`src/sv/mp2_pkg.sv`:
```
// Package for the 2x2 matrix power block: widths, matrix types,
// controller state and the command/status structs between controller and datapath.
// No dependencies.
package mp2_pkg;

  localparam int DATA_W              = 32;
  localparam int EXP_W               = 31;
  localparam int DIM_MAX             = 2;
  localparam int MATRIX_SIZE_DEFAULT = 2;
  localparam int IN_W                = 4 * DATA_W + EXP_W;
  localparam int IN_BYTES_W          = ((IN_W + 7) / 8) * 8;
  localparam int OUT_W               = 4 * DATA_W;

  typedef logic [DATA_W-1:0] word_t;

  // Index order: [row][col].
  typedef logic [DIM_MAX-1:0][DIM_MAX-1:0][DATA_W-1:0] mat_t;

  // Partial products for one matrix multiply: [row][col][k].
  typedef logic [DIM_MAX-1:0][DIM_MAX-1:0][DIM_MAX-1:0][DATA_W-1:0] prod_t;

  typedef enum logic [1:0] {
    ST_IDLE,
    ST_MUL,
    ST_SUM,
    ST_FIN
  } state_t;

  typedef struct packed {
    logic load;      // take a new matrix and exponent
    logic mul;       // register the partial products
    logic sum;       // fold the products into acc and base, shift exponent
    logic out_load;  // copy acc into the output register
  } cmd_t;

  typedef struct packed {
    logic exp_zero;  // no exponent bits left
  } status_t;

  // Low half of a 32x32 product; wraps modulo 2^32.
  function automatic word_t mul_lo(input word_t a, input word_t b);
    logic [2*DATA_W-1:0] full;
    full = a * b;
    return full[DATA_W-1:0];
  endfunction

endpackage

```
`src/sv/mp2_ctrl.sv`:
```
// Controller for the 2x2 matrix power block: sequences load, multiply, sum
// and output steps, and owns the handshake state. Depends on mp2_pkg.
module mp2_ctrl (
  input  logic             clk,
  input  logic             rst,
  input  logic             s_tvalid,
  output logic             s_tready,
  output logic             m_tvalid,
  input  logic             m_tready,
  input  mp2_pkg::status_t status,
  output mp2_pkg::cmd_t    cmd
);

  mp2_pkg::state_t state, state_next;
  logic            m_tvalid_next;

  always_ff @(posedge clk) begin
    if (rst) begin
      state    <= mp2_pkg::ST_IDLE;
      m_tvalid <= 1'b0;
    end else begin
      state    <= state_next;
      m_tvalid <= m_tvalid_next;
    end
  end

  always_comb begin
    state_next    = state;
    cmd           = '0;
    s_tready      = 1'b0;
    m_tvalid_next = m_tvalid && !m_tready;
    unique case (state)
      mp2_pkg::ST_IDLE: begin
        s_tready = 1'b1;
        if (s_tvalid) begin
          cmd.load   = 1'b1;
          state_next = mp2_pkg::ST_MUL;
        end
      end
      mp2_pkg::ST_MUL: begin
        if (status.exp_zero) begin
          state_next = mp2_pkg::ST_FIN;
        end else begin
          cmd.mul    = 1'b1;
          state_next = mp2_pkg::ST_SUM;
        end
      end
      mp2_pkg::ST_SUM: begin
        cmd.sum    = 1'b1;
        state_next = mp2_pkg::ST_MUL;
      end
      mp2_pkg::ST_FIN: begin
        // Hold until the output register is free or drains this cycle.
        if (!m_tvalid || m_tready) begin
          cmd.out_load  = 1'b1;
          m_tvalid_next = 1'b1;
          state_next    = mp2_pkg::ST_IDLE;
        end
      end
      default: state_next = mp2_pkg::ST_IDLE;
    endcase
  end

endmodule

```
`config.mk`:
```
export PLATFORM = sky130hd
export DESIGN_NAME = mp2_ctrl
export DESIGN_NICKNAME = d
export VERILOG_FILES = /design/src/sv/mp2_pkg.sv /design/src/sv/mp2_ctrl.sv
export SDC_FILE = /design/constraint.sdc
export NUM_CORES = 1
export LEC_CHECK = 0
export ABC_AREA = 1
export BUFFER_PORTS_ARGS = -buffer_cell sky130_fd_sc_hd__clkbuf_2
export CAP_MARGIN = 30
export CORE_AREA = 2 2 39 41
export DETAILED_ROUTE_END_ITERATION = 8
export DIE_AREA = 0 0 41 43
export PLACE_DENSITY = 0.3
export SLEW_MARGIN = 20
export SYNTH_ARGS = -nofsm -noshare
export SYNTH_HDL_FRONTEND = slang
export SYNTH_SLANG_ARGS = --single-unit
```
`constraint.sdc`:
```
create_clock -name clk -period 2.8 [get_ports clk]
set_clock_uncertainty 0.15 [all_clocks]
set_input_delay 0 -clock clk [delete_from_list [all_inputs] [get_ports clk]]
set_output_delay 0 -clock clk [all_outputs]
set_load 0.005 [all_outputs]
```
Word-level counts from Yosys, hierarchy flattened
Cells that the tools add are included.

Equality and inequality tests: 5. Muxes and demuxes: 14. Reduce and logical (&&, ||, !) cells: 6.

Operator list (number): 1-bit 2-to-1 mux (11); 2-bit case mux with 4 select lines (1); 2-bit == test (second input constant) (2); 2-bit 2-to-1 mux (2); 2-bit inequality test (second input constant) (2); 2-bit by 1-bit == test with 1-bit output (second input constant) (1); 1-bit zero test (2); 2-bit zero test (1); 2-bit AND reduction (1); 1-bit logical AND (1); 1-bit logical OR (1).

Bits in registers: 3. Input bits: 5. Output and inout bits: 6. Word-level logic and storage cells: 27.

Logic depth before layout (Yosys ltp)
Depth in word-level cells: 4. Gate-level depth with buffers: 5. Gate-level depth less buffers: 5.

Worst setup path after synthesis
Ideal clock, no wire load.

Path kind: reg-to-reg. Start: register state[0]. End: register state[0]. Setup time: 0.114 ns. Arrival: 0.651 ns. Data required time: 2.536 ns. Slack: 1.885 ns. Cell stages (with the launch flop): 6. Path buffers: 0. Clock period less this slack: 0.915 ns. Cell sequence: dfxtp_1 -> nand2_1 -> inv_1 -> nand2_1 -> nand2_1 -> nor2_1.

Longest elaborated chain between the ends: 3. Elaborated cells between the ends (all ways): 8. Classes of those cells: eq/ne: 5; mux: 1; reduce/logical: 2.

RTL lines: from (decl) (RTL line mp2_ctrl.sv:14) `mp2_pkg::state_t state, state_next;`; from (signal assigned) (RTL line mp2_ctrl.sv:19) `state <= mp2_pkg::ST_IDLE;`; from (signal assigned) (RTL line mp2_ctrl.sv:22) `state <= state_next;`; 2-bit == test / 2-bit zero test (equally long branches) (RTL line mp2_ctrl.sv:32) `unique case (state)`; 2-bit inequality test (no line); 2-bit AND reduction (no line).

Parallel ways exist; a longest one is shown, timed or not. A chain may end at the register's enable or synchronous reset.

Final worst setup path
Same ends and word-level chain as after synthesis.

==> metrics.txt <==
CTS buffer count=3; Hold Crit Endpoint=cmd[2]; DR vias/cell=3.38; Post-Syn Area=159 um2; hold depth=5; RD Place Congestion=0.582; Synth Warn #=0; cell area after layout=305 um2; CP required=roughly 2.8 ns; CTS tree=built; Least-Margin Pin Slew=about 0.22 ns; R2R Setup Slk=1.27 ns; clock sink count=3; Post-Syn Instances=26; HP Start=status; CP bufs+invs=1; sequential-to-total area share from yosys stat=0.378; Largest stage delay, worst path=0.56 ns; final hold viol count=0; Post-DRT Antenna Nets=0; WP data arrival=1.50 ns; drt wl/cell=6.62 um; commonest non-fill, non-tap cell in the layout=clkbuf_2; R2R Path End=state[0]; final wirelength=404 um; top cell type by total area after synthesis=dfxtp_1; reg2reg path depth=4; clk_lat worst skew=between 0.2 and 0.25 ns; NumNets Final=51; initial antenna violation count=0; endpoints failing setup=0; leading cell types in the layout, fill and taps excluded=clkbuf_2 (10), inv_1 (8), nand2_1 (6), dlygate4sd3_1 (5), nor2_1 (4); Worst-path clk slew=about 0.040 ns; pwr dens=499 nW/um2; Die W=41 um; # resized after CTS=0; worst IR drop on VDD=roughly 97 uV; critical path peak fanout=7; hpwl dp=311 um; layout cells sized above 1=0.311; worst hold path type=in2out; # DRC=0; I/O Buffers=10; Die Area=1760 um2; Die H=roughly 43 um; area post-placement=229 um2; Area growth, synth to finish=92.1%; Slew headroom=0.853; top cells by area, synth=dfxtp_1 (38%), inv_1 (19%), nand2_1 (14%); final period utilization=0.546; Critical Path, Cell by Cell=nand2_1 > a21oi_1 > dlygate4sd3_1 > nor2_1; root buffer cell=clkbuf_4; boundary pin count=11; Distinct cells, synth=7; CTS Buffer Depth=2; Startpoint Class=register; number of global-route vias before repair=173; crit end category=register; grt ovf=0; CORE AREA=roughly 1400 um2; WS Path Type=reg2reg; flops & latches, synth=3; # rows=14; fillers=161; Worst path slowest cell=dlygate4sd3_1; Max Transition Viols Final=0; Total GRT Usage=0.0561; Max Clk Rate=between 600 and 700 MHz; Initial DRC Count=3; syn_nets=31; cell family with most CP delay=buffers and inverters; Yosys top cell area share=0.378; Worst R2R Start=state[0]; largest net degree at the start of global routing=8; Initial Util=0.115; first-pass GRT wire length=634 um; Final TNS setup=0 ns; 1st-pass router iterations=2; Static Leakage=0.190 nW; # diodes=0; H-tree depth=1; RSZ-0062 raised after global routing=false; mean post-synth cell area=6.11 um2; run status=completed; clock period minus worst slack=1.53 ns; Via Count=206; maxcap violations=0
==> metal layers <==
layer / GRT usage / share of wire / up-vias
li1: - / - / 111
met1: 0.0671 / 0.48 / 85
met2: 0.0719 / 0.42 / 10
met3: 0.0157 / 0.099 / 0
met4: 0.0600 / 0 / 0
met5: 0 / 0 / -
==> state kept, by name, summed over array words and instances, names as in the netlist <==
register,cells
state,2
m_tvalid,1
==> tightest hold or removal path, stage by stage <==
cell and delay, ns:
clkbuf_2 0.07, inv_1 0.03, nand2_1 0.06, nor2_1 0.04, clkbuf_2 0.10
==> synth_stat cells <==
cell,number
nor3_1,1
nand2_4,1
nor2_1,4
a21oi_1,3
inv_1,8
dfxtp_1,3
nand2_1,6
==> repair_timing <==
action	CTS	global route
endpoints found under the setup margin	0	0
hold endpoints to repair	3	0
hold buffers	5	0
setup buffers	0	0
==> power breakdown <==
part / switching [mW] / leakage, nW / internal (mW) / total [mW]
clock network: 0.0213 / 0.0150 / 0.0533 / 0.0746
registers: 0.00477 / 0.0247 / 0.0460 / 0.0508
logic: 0.0111 / 0.150 / 0.0159 / 0.0269
total: 0.0371 / 0.190 / 0.115 / 0.152
==> cell type report <==
cell class / count / area [um2] / share of cell area
Timing Repair Buffer: 15 / 100 / 0.328
Multi-Input combinational cell: 15 / 68.8 / 0.225
Sequential cell: 3 / 60.1 / 0.197
Inverter: 8 / 30.0 / 0.0984
Clock buffer: 4 / 26.3 / 0.0861
Tap cell: 16 / 20.0 / 0.0656
==> worst max path at each step <==
stage	start	to	slack [ns]	cells past startpoint
3_5_place_dp	state[1]	state[0]	1.78	5
4_1_cts	state[0]	state[0]	1.27	4
5_1_grt	state[0]	state[0]	1.15	4
3_3_place_gp	state[1]	state[0]	1.76	5
2_1_floorplan	state[0]	state[0]	1.89	5
6_report	state[0]	state[0]	1.27	4
==> per-stage QoR <==
step / power (mW) / util / hold WS, ns / instances / setup slack [ns]
CTS: 0.157 / 0.221 / 0.157 / 61 / 1.27
finish: 0.152 / 0.221 / 0.157 / 61 / 1.27
global placement: 0.0729 / 0.165 / 0.0359 / 52 / 1.76
detailed placement: 0.0725 / 0.165 / 0.0369 / 52 / 1.78
floorplan: 0.0613 / - / -0.0809 / 26 / 1.89
global route: 0.165 / 0.221 / 0.203 / 61 / 1.15
==> kinds of logic after synthesis <==
kind of cell / after synthesis / synth area share
flip-flops: 3 / 0.378
buffers and inverters: 8 / 0.189
AND/OR/NAND/NOR: 12 / 0.339
AO/OA/AOI/OAI: 3 / 0.0945
No activity file was read; power rests on OpenSTA's default activity.
